[config.mk]
export PLATFORM = sky130hd
export DESIGN_NAME = hufd_out
export DESIGN_NICKNAME = d
export VERILOG_FILES = /design/src/design/huffman_tree_decoder_defines.svh /design/src/design/hufd_pkg.sv /design/src/design/hufd_out.sv
export SDC_FILE = /design/constraint.sdc
export NUM_CORES = 1
export LEC_CHECK = 0
export ABC_AREA = 1
export BUFFER_PORTS_ARGS = -buffer_cell sky130_fd_sc_hd__buf_2
export CORE_MARGIN = 10
export CORE_UTILIZATION = 40
export CTS_CLUSTER_SIZE = 24
export DETAILED_ROUTE_END_ITERATION = 16
export HOLD_SLACK_MARGIN = 0.02
export PLACE_DENSITY = 0.68
export SYNTH_ARGS = -nofsm -noshare
export SYNTH_HDL_FRONTEND = slang
export SYNTH_SLANG_ARGS = --single-unit
[constraint.sdc]
create_clock -name clk -period 3.2 [get_ports clk]
set_clock_uncertainty 0.05 [all_clocks]
set_input_delay 0.16 -clock clk [delete_from_list [all_inputs] [get_ports clk]]
set_output_delay 0.16 -clock clk [all_outputs]
set_load 0.02 [all_outputs]
[src/design/huffman_tree_decoder_defines.svh]
// Assertion macros used by the decoder control module.
// Each expects clk and rst in scope.
`ifndef HUFFMAN_TREE_DECODER_DEFINES_SVH
`define HUFFMAN_TREE_DECODER_DEFINES_SVH

// same-cycle implication
`define HUFD_ASSERT_IMP(lbl, ante, cons, msg) \
  lbl: assert property (@(posedge clk) disable iff (rst) (ante) |-> (cons)) else $error(msg);

// next-cycle implication
`define HUFD_ASSERT_NXT(lbl, ante, cons, msg) \
  lbl: assert property (@(posedge clk) disable iff (rst) (ante) |=> (cons)) else $error(msg);

`endif

[src/design/hufd_pkg.sv]
package hufd_pkg;

  localparam logic [1:0] REQ_LOAD  = 2'd0;
  localparam logic [1:0] REQ_DATA  = 2'd1;
  localparam logic [1:0] REQ_CLEAR = 2'd2;

  // field write enables of the node store
  typedef logic [2:0] fld_mask_t;
  localparam fld_mask_t WR_NONE  = 3'b000;
  localparam fld_mask_t WR_LEFT  = 3'b001;
  localparam fld_mask_t WR_RIGHT = 3'b010;
  localparam fld_mask_t WR_SYM   = 3'b100;
  localparam fld_mask_t WR_ALL   = 3'b111;

  typedef struct packed {
    logic [1:0]  req_type;
    logic [6:0]  symbol;
    logic [31:0] code_bits;
    logic [5:0]  code_len;
    logic [7:0]  data_byte;
    logic [3:0]  valid_bits;
  } in_item_t;

  typedef struct packed {
    logic [6:0] symbol_out;
    logic       error;
    logic       last;
  } out_item_t;

  typedef enum logic [2:0] {
    ST_IDLE,
    ST_DEC_BIT,
    ST_DEC_CHK,
    ST_LD_RD,
    ST_LD_BIT,
    ST_LD_LINK,
    ST_LD_SYM,
    ST_FLUSH
  } state_t;

  // sequencer to result buffer
  typedef struct packed {
    logic       push;
    logic       flush;
    logic [6:0] symbol;
    logic       error;
  } res_req_t;

  // result buffer to sequencer
  typedef struct packed {
    logic push_ok;
    logic flush_ok;
  } res_stat_t;

endpackage

[src/design/hufd_out.sv]
module hufd_out (
  input  logic                clk,
  input  logic                rst,
  input  hufd_pkg::res_req_t  res,
  output hufd_pkg::res_stat_t stat,
  output logic                out_valid,
  input  logic                out_ready,
  output hufd_pkg::out_item_t out_data
);
  import hufd_pkg::*;

  // one result is held back until we know whether it is the last of its item
  logic       pend_v;
  logic [6:0] pend_sym;
  logic       pend_err;
  logic       out_free;

  assign out_free      = !out_valid || out_ready;
  assign stat.push_ok  = !pend_v || out_free;
  assign stat.flush_ok = !pend_v || out_free;

  always_ff @(posedge clk) begin
    if (rst) begin
      pend_v    <= 1'b0;
      out_valid <= 1'b0;
    end else begin
      if (res.push) begin
        if (pend_v) begin
          out_data  <= '{symbol_out: pend_sym, error: pend_err, last: 1'b0};
          out_valid <= 1'b1;
        end else if (out_valid && out_ready) begin
          out_valid <= 1'b0;
        end
        pend_v   <= 1'b1;
        pend_sym <= res.symbol;
        pend_err <= res.error;
      end else if (res.flush && pend_v) begin
        out_data  <= '{symbol_out: pend_sym, error: pend_err, last: 1'b1};
        out_valid <= 1'b1;
        pend_v    <= 1'b0;
      end else if (out_valid && out_ready) begin
        out_valid <= 1'b0;
      end
    end
  end

endmodule

==> impl_metrics.yaml <==
synth:
  synth-seq-cells: 19
  syn_avg_cell_area_sq_um: 17.8
  synth_common_cells: "17 x edfxtp_1, 5 x inv_1, 5 x nand2_1"
  ys_top_cells_by_area: "edfxtp_1 82%, dfxtp_1 6.4%, inv_1 3.0%"
  synth_top_area_share_pct: 81.8
  synthSimpleGateAreaFrac_pct: 7.01
  synthMuxAreaShare_pct: 0
  mappedNetlistNets: 48
  ys_async_sr_fraction_pct: 0
  synthXorXnorAreaFrac_pct: 0
  syn_inst: 35
  ys.warnings.count: 0
  synth_top_area_cell: "edfxtp_1"
  synth_ff_type: "edfxtp_1"
  yosysMostFrequentCell: "edfxtp_1"
  ys_seq_area_share_pct: 88.2
  synth-compound-area-share_pct: 0
  ys_types: 9
  netlist_area_sq_um: 624
  synth_edf_count: 17
  synth_top_family_by_area: "simple AND/OR/NAND/NOR gates"
  synth_fa_ha_area_share_pct: 0
job:
  cap_violations: 0
placed_design:
  place.gp.congestion: 0.737
  port_buffers: 24
clock_network:
  clk_latency_ns: 0.29
  ctsRootBufferMaster: "clkbuf_4"
  cts_tree: "built"
  clk_pin_slew_ns: 0.10
  cts_inserted_buffers: 3
  cts.htree.levels: 1
  cts_sinks: 19
  cts_buffer_depth: 2
  ctsResizeCount: 0
pwr:
  power.total_uw: 442
  p_per_area_mw_per_mm2: 511
  ir_worst_vdd_uv: 304
  power_leakage_uw: 0.000367
status:
  status: "finished clean"
detailed_routing:
  wire_per_inst_microns: 13.8
  dr.pass1.iters: 4
  drtIter0Drc: 15
  postRouteWirelength_mm: 1.19
  vias: 371
  drc_errors: 0
  vias_per_cell: 4.31
  ant_nets: 0
setup_path:
  slowest_stage: "dfxtp_1"
  cp-start-kind: "register"
  path_cells: "inv_1, nor2_2, nand2_1, inv_1"
  required_ns: 3.12
  path_common_cell: "inv_1"
  crit_arrival_ns: 1.10
  crit_path_end_kind: "register"
  crit_fanout: 9
  worst_path_largest_cell_delay_ns: 0.34
  criticalPathCategory: "register to register"
sta:
  period_needed_ns: 1.18
  hold_viol_final: 0
  finalSetupViolCount: 0
  layout_worst_path_cycle_share_pct: 36.9
  worst_pin_slew_ns: 0.444
  slew_headroom_pct: 70.4
  finalSetupTns_ns: 0
  whs_ns: 0.0659
  rsz0062_at_grt: "false"
  slew_violations: 0
  max_clock_freq_ghz: 0.848
floorplan:
  core_sq_mm: 0.00149
  ioPinCount: 25
  initial_core_util_pct: 41.9
  dieArea_sq_mm: 0.00354
  die_x_microns: 59.5
  die_y_microns: 59.5
  num_rows: 14
global_routing:
  grt_use_total_pct: 7.52
  antenna_found_initial: 0
  first_global_vias: 410
  grt_max_degree: 11
  grt_overflow: 0
  grt_pass1_wl_mm: 1.92
final_layout:
  syn2layout_area_growth_pct: 38.3
  finalNetCount: 84
  n_antenna_cell: 0
  layout-drive-gt1-share_pct: 42.9
  fillers: 117
hold_path:
  min_path_type: "primary input to register"
[through the flow]
step	util, %	setup WS (ns)	instances	cell area [sq um]
2_1_floorplan	-	2.07	35	624
3_3_place_gp	50.8	2.07	74	757
3_5_place_dp	50.8	2.01	74	757
4_1_cts	58.0	1.99	86	863
5_1_grt	58.0	1.90	86	863
6_report	58.0	2.02	86	863
[layout by cell type, fill, tap and decap left out, drive strengths merged]
cell type	instances
buf	24
edfxtp	17
dlygate4sd3	8
inv	6
nand2	5
clkbuf	4
nor2	2
dfxtp	2
nand3b	1
nand3	1
[critical path, delay by kind of cell, from the launching register on]
kind          cells  cell delay (ns)
simple gates      2             0.16
flops             1             0.34
buf+inv           2             0.31
[registers in the layout, summed over array words and instances, names as in the netlist]
| signal | count |
|---|---|
| pend_err | 1 |
| pend_sym | 7 |
| pend_v | 1 |
| out_valid | 1 |
| out_data | 9 |
[final timing paths]
path,startpoint,to,slack [ns],depth (start not counted)
worst max-delay path,pend_v,out_data[6],2.02,4
worst min-delay path,res[8],pend_v,0.07,4
worst max register to register,pend_v,out_data[6],2.02,4
worst min register to register,pend_sym[6],out_data[8],0.38,0
[kinds of logic (layout without fill, tap and decap cells)]
kind of cell / Yosys count / in the layout
DFF: 19 / 19
and+or+nand+nor: 9 / 9
buffers and inverters: 7 / 42
[cell type report]
cell class	count	area (sq um)	area share (%)
sequential	19	551	63.8
timing repair buffer	32	200	23.2
multi-input combinational	9	43.8	5.07
clock buffer	4	26.3	3.04
inverter	6	22.5	2.61
tap	16	20.0	2.32
[power breakdown]
group / total (uW) / leakage [uW] / switching (uW) / internal [uW]
clock: 118 / 0.0000150 / 69.1 / 48.5
sequential: 288 / 0.000174 / 3.56 / 285
combinational: 35.9 / 0.000177 / 19.1 / 16.8
[what timing repair did]
item	CTS	global route
hold buffers	8	0
setup buffers	0	0
endpoints found under the hold margin	8	0
[per-layer routing]
layer / wire, microns / GRT usage (%)
met1: 456 / 7.87
met2: 564 / 11.1
met3: 138 / 3.86
met4: 30 / 5.77
met5: 0 / 0
Note: power is estimated with default switching activity, not from simulation.
