`src/design/huffman_tree_decoder_defines.svh`:
```
// Assertion macros used by the decoder control module.
// Each expects clk and rst in scope.
`ifndef HUFFMAN_TREE_DECODER_DEFINES_SVH
`define HUFFMAN_TREE_DECODER_DEFINES_SVH

// same-cycle implication
`define HUFD_ASSERT_IMP(lbl, ante, cons, msg) \
  lbl: assert property (@(posedge clk) disable iff (rst) (ante) |-> (cons)) else $error(msg);

// next-cycle implication
`define HUFD_ASSERT_NXT(lbl, ante, cons, msg) \
  lbl: assert property (@(posedge clk) disable iff (rst) (ante) |=> (cons)) else $error(msg);

`endif

```
`src/design/hufd_pkg.sv`:
```
package hufd_pkg;

  localparam logic [1:0] REQ_LOAD  = 2'd0;
  localparam logic [1:0] REQ_DATA  = 2'd1;
  localparam logic [1:0] REQ_CLEAR = 2'd2;

  // field write enables of the node store
  typedef logic [2:0] fld_mask_t;
  localparam fld_mask_t WR_NONE  = 3'b000;
  localparam fld_mask_t WR_LEFT  = 3'b001;
  localparam fld_mask_t WR_RIGHT = 3'b010;
  localparam fld_mask_t WR_SYM   = 3'b100;
  localparam fld_mask_t WR_ALL   = 3'b111;

  typedef struct packed {
    logic [1:0]  req_type;
    logic [6:0]  symbol;
    logic [31:0] code_bits;
    logic [5:0]  code_len;
    logic [7:0]  data_byte;
    logic [3:0]  valid_bits;
  } in_item_t;

  typedef struct packed {
    logic [6:0] symbol_out;
    logic       error;
    logic       last;
  } out_item_t;

  typedef enum logic [2:0] {
    ST_IDLE,
    ST_DEC_BIT,
    ST_DEC_CHK,
    ST_LD_RD,
    ST_LD_BIT,
    ST_LD_LINK,
    ST_LD_SYM,
    ST_FLUSH
  } state_t;

  // sequencer to result buffer
  typedef struct packed {
    logic       push;
    logic       flush;
    logic [6:0] symbol;
    logic       error;
  } res_req_t;

  // result buffer to sequencer
  typedef struct packed {
    logic push_ok;
    logic flush_ok;
  } res_stat_t;

endpackage

```
`src/design/hufd_ctrl.sv`:
```
module hufd_ctrl #(
  parameter int NUM_NODES = 256,
  parameter int MAX_CODE_LEN = 32,
  localparam int NW = $clog2(NUM_NODES)
) (
  input  logic                clk,
  input  logic                rst,
  input  logic                in_valid,
  output logic                in_ready,
  input  hufd_pkg::in_item_t  in_data,
  output hufd_pkg::fld_mask_t wr_en,
  output logic [NW-1:0]       wr_addr,
  output logic [NW-1:0]       wr_child,
  output logic [6:0]          wr_sym,
  output logic [NW-1:0]       rd_addr,
  input  logic [NW-1:0]       rd_left,
  input  logic [NW-1:0]       rd_right,
  input  logic [6:0]          rd_sym,
  output hufd_pkg::res_req_t  res,
  input  hufd_pkg::res_stat_t stat
);
  import hufd_pkg::*;

  `include "huffman_tree_decoder_defines.svh"

  localparam int UW = $clog2(NUM_NODES + 1);
  localparam int LW = $clog2(MAX_CODE_LEN + 1);

  state_t state, state_next;

  // walk state: root children live in flops, other nodes in the store
  logic          at_root;
  logic [NW-1:0] root_left, root_right;
  logic [NW-1:0] cur_left, cur_right;
  logic [NW-1:0] tgt;
  logic [UW-1:0] nodes_used;

  logic [7:0]    byte_sh;
  logic [3:0]    bits_left;

  logic [NW-1:0] node;
  logic [NW-1:0] new_node;
  logic [LW-1:0] ld_left;
  logic [31:0]   code;
  logic [6:0]    symbol_r;

  logic [NW-1:0] dec_left, dec_right, nxt_child;
  logic          rd_leaf;
  logic [LW-1:0] ld_pos;
  logic          ld_bit;
  logic [NW-1:0] ld_kid_l, ld_kid_r, ld_slot;
  logic          tbl_full;

  assign dec_left  = at_root ? root_left  : cur_left;
  assign dec_right = at_root ? root_right : cur_right;
  assign nxt_child = byte_sh[7] ? dec_right : dec_left;
  assign rd_leaf   = (rd_left == '0) && (rd_right == '0);

  assign ld_pos   = ld_left - LW'(1);
  assign ld_bit   = (32'(ld_pos) < 32) && code[5'(ld_pos)];
  assign ld_kid_l = (node == '0) ? root_left  : rd_left;
  assign ld_kid_r = (node == '0) ? root_right : rd_right;
  assign ld_slot  = ld_bit ? ld_kid_r : ld_kid_l;
  assign tbl_full = 32'(nodes_used) >= NUM_NODES;

  always_comb begin
    state_next = state;
    case (state)
      ST_IDLE: begin
        if (in_valid) begin
          case (in_data.req_type)
            REQ_LOAD: state_next = ST_LD_RD;
            REQ_DATA: state_next = ST_DEC_BIT;
            default:  state_next = ST_IDLE;
          endcase
        end
      end
      ST_DEC_BIT: begin
        if (bits_left == 4'd0) begin
          state_next = ST_FLUSH;
        end else if (nxt_child != '0) begin
          state_next = ST_DEC_CHK;
        end
      end
      ST_DEC_CHK: begin
        if (!rd_leaf || stat.push_ok) begin
          state_next = ST_DEC_BIT;
        end
      end
      ST_LD_RD: begin
        state_next = (ld_left == '0) ? ST_LD_SYM : ST_LD_BIT;
      end
      ST_LD_BIT: begin
        if (ld_slot != '0) begin
          state_next = ST_LD_RD;
        end else if (tbl_full) begin
          state_next = ST_FLUSH;
        end else begin
          state_next = ST_LD_LINK;
        end
      end
      ST_LD_LINK: state_next = ST_LD_RD;
      ST_LD_SYM:  state_next = ST_IDLE;
      ST_FLUSH: begin
        if (stat.flush_ok) begin
          state_next = ST_IDLE;
        end
      end
      default: state_next = ST_IDLE;
    endcase
  end

  always_comb begin
    in_ready = (state == ST_IDLE);
    res      = '0;
    wr_en    = WR_NONE;
    wr_addr  = node;
    wr_child = '0;
    wr_sym   = symbol_r;
    rd_addr  = tgt;
    case (state)
      ST_DEC_BIT: begin
        rd_addr = nxt_child;
        if (bits_left != 4'd0 && nxt_child == '0 && stat.push_ok) begin
          res.push  = 1'b1;
          res.error = 1'b1;
        end
      end
      ST_DEC_CHK: begin
        if (rd_leaf && stat.push_ok) begin
          res.push   = 1'b1;
          res.symbol = rd_sym;
        end
      end
      ST_LD_RD: rd_addr = node;
      ST_LD_BIT: begin
        if (ld_slot == '0) begin
          if (tbl_full) begin
            res.push  = 1'b1;
            res.error = 1'b1;
          end else begin
            // fresh node: no children, symbol zero
            wr_en   = WR_ALL;
            wr_addr = NW'(nodes_used);
            wr_sym  = 7'd0;
          end
        end
      end
      ST_LD_LINK: begin
        if (node != '0) begin
          wr_en    = ld_bit ? WR_RIGHT : WR_LEFT;
          wr_child = new_node;
        end
      end
      ST_LD_SYM: wr_en = WR_SYM;
      ST_FLUSH:  res.flush = stat.flush_ok;
      default: ;
    endcase
  end

  always_ff @(posedge clk) begin
    if (rst) begin
      state      <= ST_IDLE;
      at_root    <= 1'b1;
      root_left  <= '0;
      root_right <= '0;
      nodes_used <= UW'(1);
    end else begin
      state <= state_next;
      case (state)
        ST_IDLE: begin
          if (in_valid) begin
            case (in_data.req_type)
              REQ_LOAD: begin
                node     <= '0;
                code     <= in_data.code_bits;
                symbol_r <= in_data.symbol;
                at_root  <= 1'b1;
                if (32'(in_data.code_len) > MAX_CODE_LEN) begin
                  ld_left <= LW'(MAX_CODE_LEN);
                end else begin
                  ld_left <= LW'(in_data.code_len);
                end
              end
              REQ_DATA: begin
                byte_sh   <= in_data.data_byte;
                bits_left <= (in_data.valid_bits > 4'd8) ? 4'd8 : in_data.valid_bits;
              end
              REQ_CLEAR: begin
                root_left  <= '0;
                root_right <= '0;
                nodes_used <= UW'(1);
                at_root    <= 1'b1;
              end
              default: ;
            endcase
          end
        end
        ST_DEC_BIT: begin
          if (bits_left != 4'd0) begin
            if (nxt_child == '0) begin
              // missing branch: hold until the result fits, then restart at root
              if (stat.push_ok) begin
                at_root   <= 1'b1;
                byte_sh   <= {byte_sh[6:0], 1'b0};
                bits_left <= bits_left - 4'd1;
              end
            end else begin
              tgt       <= nxt_child;
              byte_sh   <= {byte_sh[6:0], 1'b0};
              bits_left <= bits_left - 4'd1;
            end
          end
        end
        ST_DEC_CHK: begin
          if (rd_leaf) begin
            if (stat.push_ok) begin
              at_root <= 1'b1;
            end
          end else begin
            at_root   <= 1'b0;
            cur_left  <= rd_left;
            cur_right <= rd_right;
          end
        end
        ST_LD_BIT: begin
          if (ld_slot != '0) begin
            node    <= ld_slot;
            ld_left <= ld_left - LW'(1);
          end else if (!tbl_full) begin
            new_node   <= NW'(nodes_used);
            nodes_used <= nodes_used + UW'(1);
          end
        end
        ST_LD_LINK: begin
          if (node == '0) begin
            if (ld_bit) begin
              root_right <= new_node;
            end else begin
              root_left <= new_node;
            end
          end
          node    <= new_node;
          ld_left <= ld_left - LW'(1);
        end
        default: ;
      endcase
    end
  end

  `HUFD_ASSERT_IMP(a_nodes_range, 1'b1, nodes_used >= UW'(1) && 32'(nodes_used) <= NUM_NODES, "node count out of range")
  `HUFD_ASSERT_IMP(a_push_room, res.push, stat.push_ok, "result pushed with no buffer room")
  `HUFD_ASSERT_IMP(a_chk_entry, state == ST_DEC_CHK, $past(state) == ST_DEC_BIT || $past(state) == ST_DEC_CHK, "node check without a preceding read")
  `HUFD_ASSERT_NXT(a_load_root, state == ST_IDLE && in_valid && in_data.req_type == REQ_LOAD, at_root && node == '0, "load did not restart at root")

endmodule

```
`config.mk`:
```
export PLATFORM = sky130hd
export DESIGN_NAME = hufd_ctrl
export DESIGN_NICKNAME = d
export VERILOG_FILES = /design/src/design/hufd_pkg.sv /design/src/design/hufd_ctrl.sv
export VERILOG_INCLUDE_DIRS = /design/src /design/src/design
export SDC_FILE = /design/constraint.sdc
export NUM_CORES = 1
export LEC_CHECK = 0
export BUFFER_PORTS_ARGS = -buffer_cell sky130_fd_sc_hd__buf_2
export CAP_MARGIN = 20
export CORE_ASPECT_RATIO = 1.1
export CORE_MARGIN = 3
export CORE_UTILIZATION = 55
export DETAILED_ROUTE_END_ITERATION = 8
export HOLD_SLACK_MARGIN = 0.05
export PLACE_DENSITY = 0.8
export SYNTH_ARGS = -nofsm -noshare
export SYNTH_HDL_FRONTEND = slang
export SYNTH_SLANG_ARGS = --single-unit
```
`constraint.sdc`:
```
create_clock -name clk -period 14.6 [get_ports clk]
set_clock_uncertainty 0.05 [all_clocks]
set_input_delay 0.73 -clock clk [delete_from_list [all_inputs] [get_ports clk]]
set_output_delay 0.73 -clock clk [all_outputs]
set_load 0.02 [all_outputs]
```
==> run metrics, run 1 <==
commonest non-fill, non-tap cell in the layout=buf_2; final period utilization=between 30% and 40%; Via density=around 6.1; antenna viol nets, final=0; CTS Buf Count=17; setup TNS=0 ns; most frequent cells in the layout=buf_2 (132), nand2_1 (111), edfxtp_1 (97); Max Slew Vio Count=0; Flop pwr share=40.8%; pin count of the biggest net entering global routing=40; DR DRC count=0; drt pass-1 iters=5; post-placement cell count=839; Cell Int Power=0.785 mW; antenna violations before repair=0; via count of the routed design=5295; global-route wire length before repair=around 26000 um; clk_lat worst skew=about 0.42 ns; Sw Ratio=28.0%; r2r setup slk=about 10 ns; Initial Utilization=between 50% and 60%; Hold-fix buffers, CTS=0; multi-input gate area in the final layout=~2700 um2; minimum clock period=4.93 ns; CTS Sinks=between 100 and 150; worst-path fanout max=19; I/O pins=around 130; Pleak=approximately 3 nW; post-synthesis net count=roughly 680; Slew headroom=a little under half; Worst-Margin Slew=between 0.8 and 0.9 ns; P&R area growth vs syn=22.3%; crit path cell chain=inv_1 > ha_1 > mux4_2 > a41o_1 > o32ai_4 > o21a_4 > nand3_2 > mux2_2 > buf_2; iteration-0 DRC count of the detailed router=~400; switching pwr=0.306 mW; I/O Buffers=approximately 130; CTS tree=done; CTS resizes=0; Remaining Overflow, GRT=0; Die Ht=roughly 120 um; Finished Layout Cells=875; layout cells sized above 1=approximately 29%; WHS=around 0.43 ns; Place WS=10.07 ns; filler instances=around 820; Post-synth EDFFs=97; asr flop ratio synth=0%; Max IR drop VDD=approximately 96 uV; clock root cell=clkbuf_16; Synth cell types=66; Row Count=40; final setup margin=between 9 and 10 ns; Syn Inst Count=roughly 600; Final GP Congestion=a little over 0.9; endpoints failing hold=0; status=completed; Logic pwr share=a little under a fifth; part of the Yosys area used for sequential elements=between 50 and 60%; Hold WC Path Type=primary input to flop; Synth Area per Inst=approximately 11 um2; Achievable Freq=0.203 GHz; Req. time, crit path=~14 ns; Mapped Area=approximately 6300 um2; drt wl/cell=slightly below 20 um; Sequential Area=approximately 3500 um2; Largest stage delay, worst path=0.85 ns; Worst Setup Start Kind=flop; Yosys Warn Count=0; total setup buffers inserted after CTS=0; RSZ-0062 raised after global routing=false; Yosys reg bits=~130; vias in the first global route=slightly above 5000; clock power share=39.9%; H-Tree Level Count=4; # setup viols final=0; GRT Total Usage=between 20 and 30%; Die W=about 110 um; slowest CP cell=edfxtp_1; core area=11100 um2; Most used DFF post-synth=edfxtp_1; Cell Pwr Density=between 100 and 150 nW/um2; post-layout net count=about 810; worst path arrival time=between 4 and 5 ns; crit end category=output port; hpwl dp=12400 um; Max Cap Viol=0; Worst Setup Path Type=flop to output port; die area=12800 um2; Routed WL=17000 um; CTS Buffer Depth=2; CTS clk-pin slew, worst paths=0.06 ns
==> stage by stage <==
| stage | area (um2) | util, % | power, mW |
|---|---|---|---|
| after CTS | 7720 | 69.8 | 1.09 |
| after detailed placement | 7100 | 64.2 | 0.657 |
| after global placement | 7100 | 64.2 | 0.649 |
| after floorplan | 6330 | - | 0.591 |
| after global routing | 7740 | 70.0 | 1.13 |
| final | 7740 | 70.0 | 1.09 |
==> routing by layer <==
| metal | global-route usage, % | up-vias | part of all wire [%] |
|---|---|---|---|
| li1 | - | 2433 | - |
| met1 | 34.4 | 2488 | 39 |
| met2 | 42.9 | 327 | 48 |
| met3 | 8.08 | 47 | 9.8 |
| met4 | 11.7 | 0 | 3.1 |
| met5 | 0 | - | 0 |
==> power by group through the flow <==
| stage | registers [mW] | logic [mW] | clock network (mW) |
|---|---|---|---|
| after CTS | 0.445 | 0.207 | 0.437 |
| final | 0.445 | 0.210 | 0.435 |
| after detailed placement | 0.452 | 0.205 | 0 |
| after global placement | 0.451 | 0.198 | 0 |
| after floorplan | 0.432 | 0.159 | 0 |
| after global routing | 0.448 | 0.227 | 0.458 |
==> layout make-up <==
cell class,count,share of cell area (%)
Clock inverter,10,1.76
Timing Repair Buffer,140,9.31
Clock buffer,22,6.26
Tap cell,147,2.38
Sequential cell,126,45.1
Multi-Input combinational cell,414,34.4
Inverter,15,0.727
Antenna cell,1,0.0323
==> cell usage after synthesis (5+ instances only) <==
library cell  instances  area, um2
a21oi_1              38        190
inv_1                14       52.6
clkbuf_1             25       93.8
and2_1               25        156
nand3_1              50        250
o21ai_0              25        125
mux2_2                6       67.6
nor2_1               17       63.8
nor4_1               14       87.6
nand3b_1             10       75.1
edfxtp_1             97       2910
mux4_2               16        360
or3_1                 6       37.5
a31oi_1               5       31.3
dfxtp_1              29        581
mux2i_1               8       80.1
nor3_1                7       35.0
nand2_1             111        417
==> worst max-delay path, delay by kind of cell, from the launching register on <==
kind	cells	cell delay, ns
AOI/OAI and AO/OA	3	0.89
DFF	1	0.85
muxes	2	0.78
adders and majority gates	1	0.53
and+or+nand+nor	1	0.37
buffers and inverters	2	0.30
==> registers in the layout, summed over array words and instances, names as in the netlist, 4 cells and up <==
signal,cells
bits_left,4
byte_sh,8
symbol_r,7
new_node,8
tgt,8
root_left,8
nodes_used,9
code,32
root_right,8
cur_right,8
node,8
cur_left,8
ld_left,6
==> final timing paths <==
| check | startpoint | cells past startpoint | endpoint |
|---|---|---|---|
| min reg2reg | root_left[4] | 2 | root_left[4] |
| max reg2reg | ld_left[0] | 10 | node[7] |
| max | ld_left[0] | 9 | wr_addr[2] |
| min | in_data[50] | 1 | symbol_r[0] |
==> cell families after synthesis <==
kind of cell    synth area share [%]
compound gates                  10.4
xor+xnor                       0.831
fa+ha+maj                      0.791
buf+inv                         3.22
flops                           55.2
mux                             8.03
simple gates                    21.5
(Power assumes the default switching activity.)
==> run 2: changes to the inputs <==
- clock period: 14.6 -> 4.8 ns (I/O delays scaled with it)
==> run metrics, run 2 (synthesis gave the netlist of run 1 again) <==
biggest regs=code (32), nodes_used (9); Req. time, crit path=~4.5 ns; CP bufs+invs=3; crit end category=output port; Post-Place Cell Area=between 7000 and 8000 um2; Largest stage delay, worst path=between 0.5 and 0.6 ns; Worst Setup Path Type=flop to output port; global-route wire length before repair=28700 um; worst-path fanout max=19; Die Ht=about 120 um; n_diodes=0; CTS Sinks=around 130; drt pass-1 iters=7; post-layout net count=between 800 and 900; final setup margin=about 0.66 ns; Total Power=3.33 mW; RSZ-0062 raised after global routing=false; CTS Buffer Depth=2; Row Count=40; clock root cell=clkbuf_16; antenna viol nets, final=0; total setup buffers inserted after CTS=0; CTS resizes=0; CTS clk-pin slew, worst paths=about 0.05 ns; layout cells sized above 1=around a quarter; slowest CP cell=ha_1; Worst Setup Start Kind=flop; GRT Total Usage=roughly 29%; Via density=5.94; P&R area growth vs syn=32.2%; grt peak-use layer=met2; Cell Pwr Density=between 300 and 400 nW/um2; final period utilization=86.3%; hpwl dp=between 10000 and 15000 um; Die W=roughly 110 um; most frequent cells in the layout=buf_2 (131), nand2_1 (111), edfxtp_1 (97); max reg flops=32; antenna violations before repair=0; Routed WL=between 15000 and 20000 um; crit path cell chain=buf_4 > inv_1 > ha_1 > mux4_2 > a41o_1 > o32ai_4 > o21a_4 > nand3_2 > mux2_2 > buf_2; status=completed; Pleak=3.29 nW; Max Slew Vio Count=0; clk_lat worst skew=between 0.4 and 0.5 ns; Max IR drop VDD=248 uV; Max Cap Viol=0; core area=about 11000 um2; DR DRC count=0; setup TNS=0 ns; via count of the routed design=about 5600; endpoints failing hold=0; Worst-Margin Slew=0.977 ns; grt met2 use=about 49%; Initial Utilization=~57%; Hold WC Path Type=primary input to flop; final instance area=between 8000 and 9000 um2; Hold-fix buffers, CTS=approximately 60; met1 usage=between 30 and 40%; filler instances=~730; Achievable Freq=0.241 GHz; commonest non-fill, non-tap cell in the layout=buf_2; iteration-0 DRC count of the detailed router=466; CTS Buf Count=17; GR Layer Usage met3=7.37%; CTS tree=done; minimum clock period=~4.1 ns; Place WS=1.17 ns; I/O pins=132; Sequential Area=3490 um2; I/O Buffers=between 100 and 150; Reg with most FFs=code; drt wl/cell=19.3 um; Remaining Overflow, GRT=0; # setup viols final=0; worst path arrival time=about 3.9 ns; pin count of the biggest net entering global routing=40; vias in the first global route=roughly 5500; H-Tree Level Count=4; Final GP Congestion=between 0.9 and 1; critical path's top delay family=compound AO/OA/AOI/OAI gates; multi-input gate area in the final layout=approximately 2700 um2; Slew headroom=34.6%; die area=roughly 13000 um2
run 2: changes by cell type in the layout (fill, tap and decap cells not counted):
cell	before	now
dlygate4sd3_1	0	61
clkinvlp_4	3	0
clkbuf_1	1	4
diode_2	1	0
clkinv_2	3	2
bufinv_16	3	0
buf_2	132	131
buf_4	8	11
clkinv_4	1	0
clkbuf_16	17	21
clkbuf_8	4	5
run 2: stage by stage:
step                cells  hold slack [ns]  utilization (%)
floorplan             588            0.289                -
global placement      844            0.366             64.5
finish                937           0.0618             75.6
global route          937           0.0688             75.6
detailed placement    844            0.368             64.5
CTS                   937           0.0521             75.6
run 2: worst paths after layout:
path | slack, ns | from | depth (start not counted) | to
max | 0.66 | ld_left[0] | 10 | wr_addr[5]
min | 0.06 | in_data[5] | 3 | byte_sh[1]
max reg2reg | 1.14 | ld_left[0] | 11 | node[6]
min reg2reg | 0.45 | root_left[2] | 2 | root_left[2]
run 2: power breakdown:
part           switching (mW)  internal (mW)
Combinational           0.404          0.284
Sequential             0.0793           1.27
Clock                   0.442          0.852
Total                   0.925           2.41
run 2: final cells by class:
type	instances	share of cell area (%)
Sequential cell	126	41.8
Multi-Input combinational cell	414	31.8
Timing Repair Buffer	203	16.1
Clock buffer	30	7.28
Tap cell	147	2.20
Inverter	15	0.673
Clock inverter	2	0.120
run 2: worst register-to-register path: stages, from the launching register on:
cell      delay (ns)
edfxtp_1        0.31
buf_4           0.26
inv_1           0.11
ha_1            0.52
mux4_2          0.37
a41o_1          0.29
o32ai_4         0.35
o21ai_0         0.20
and2_1          0.24
nand2b_1        0.17
a211oi_2        0.21
buf_4           0.27
run 2: routing by layer:
metal | wire (um) | part of all wire (%)
met1 | 6930 | 38
met3 | 1690 | 9.3
met4 | 550 | 3.0
met5 | 0 | 0
met2 | 8920 | 49
==> run 3: changes to the inputs <==
- CORE_MARGIN: 3 -> 2
==> run metrics, run 3 (synthesis gave the netlist of run 1 again) <==
CTS Buffer Depth=2; worst-path fanout max=19; drt pass-1 iters=7; most frequent cells in the layout=buf_2 (131), nand2_1 (111), edfxtp_1 (97); Routed WL=roughly 18000 um; die area=~12000 um2; hpwl dp=around 12000 um; Achievable Freq=0.244 GHz; Pleak=3.26 nW; post-layout util=roughly 74%; GRT Total Usage=between 30% and 40%; # setup viols final=0; I/O Buffers=roughly 130; CTS resizes=0; max reg flops=32; CTS Sinks=between 100 and 150; P&R area growth vs syn=31.8%; post-layout net count=between 800 and 900; RSZ-0062 raised after global routing=false; Req. time, crit path=~4.5 ns; status=completed; iteration-0 DRC count of the detailed router=555; CTS Buf Count=17; clock root cell=clkbuf_16; worst path arrival time=3.82 ns; antenna violations before repair=0; Initial Utilization=a little under three fifths; pin count of the biggest net entering global routing=40; Worst Setup Start Kind=flop; antenna viol nets, final=0; Total Power=~3.4 mW; biggest regs=code (32), nodes_used (9); drt wl/cell=between 15 and 20 um; H-Tree Level Count=4; Max Slew Vio Count=0; Reg with most FFs=code; endpoints failing hold=0; I/O pins=between 100 and 150; crit end category=output port; Die W=between 100 and 150 um; multi-input gate area in the final layout=about 2700 um2; commonest non-fill, non-tap cell in the layout=buf_2; via count of the routed design=between 5000 and 6000; CTS tree=done; global-route wire length before repair=roughly 28000 um; layout cells sized above 1=26.6%; Sequential Area=~3500 um2; Max IR drop VDD=roughly 320 uV; Die Ht=between 100 and 150 um; filler instances=about 760; Place WS=1.17 ns; total setup buffers inserted after CTS=0; Hold WC Path Type=primary input to flop; Via density=about 6.0; core area=roughly 11000 um2; WHS=roughly 0.064 ns; Max Cap Viol=0; setup TNS=0 ns; Final GP Congestion=roughly 0.99; final setup margin=0.695 ns; clk_lat worst skew=roughly 0.42 ns; Remaining Overflow, GRT=0; post-placement cell count=about 850; vias in the first global route=approximately 5500; DR DRC count=0; CTS clk-pin slew, worst paths=approximately 0.050 ns; final instance area=8340 um2; Worst Setup Path Type=flop to output port; Cell Pwr Density=approximately 410 nW/um2; final period utilization=approximately 86%; Worst-Margin Slew=about 1 ns; Hold-fix buffers, CTS=between 50 and 60; Slew headroom=about 32%; Finished Layout Cells=between 900 and 1000; Post-Place Cell Area=about 7000 um2; Row Count=about 40; minimum clock period=roughly 4.1 ns
## run 3: cell type report
| type | instances | share of cell area (%) |
|---|---|---|
| Antenna cell | 1 | 0.0300 |
| Clock buffer | 17 | 5.10 |
| Clock inverter | 14 | 2.39 |
| Inverter | 15 | 0.675 |
| Multi-Input combinational cell | 414 | 31.9 |
| Sequential cell | 126 | 41.9 |
| Tap cell | 150 | 2.25 |
| Timing Repair Buffer | 199 | 15.7 |
## run 3: final timing paths
check             slack, ns  cells past startpoint     startpoint            end
setup / recovery       0.69                     10     ld_left[0]     wr_addr[5]
hold / removal         0.06                      3     in_data[5]     byte_sh[1]
setup reg to reg       1.15                     11     ld_left[0]   root_left[6]
hold reg to reg        0.46                      2  root_right[6]  root_right[6]
## run 3: critical path: stages (launching register included)
cell	delay [ns]
edfxtp_1	0.31
buf_4	0.26
inv_1	0.10
ha_1	0.50
mux4_2	0.36
a41o_1	0.29
o32ai_4	0.35
o21a_4	0.22
nand3_2	0.40
mux2_2	0.44
buf_2	0.16
## run 3: routing by layer
metal  up-vias  track usage [%]  part of all wire (%)
met3        56             7.48                   9.2
met4         0             14.6                   3.6
met1      2620             36.5                    37
met5         -                0                     0
li1       2556                -                     -
met2       360             52.0                    50
## run 3: power by group
group          internal (mW)  switching (mW)  leakage [nW]
clock                  0.908           0.454         0.297
sequential              1.27          0.0774          1.10
combinational          0.279           0.405          1.86
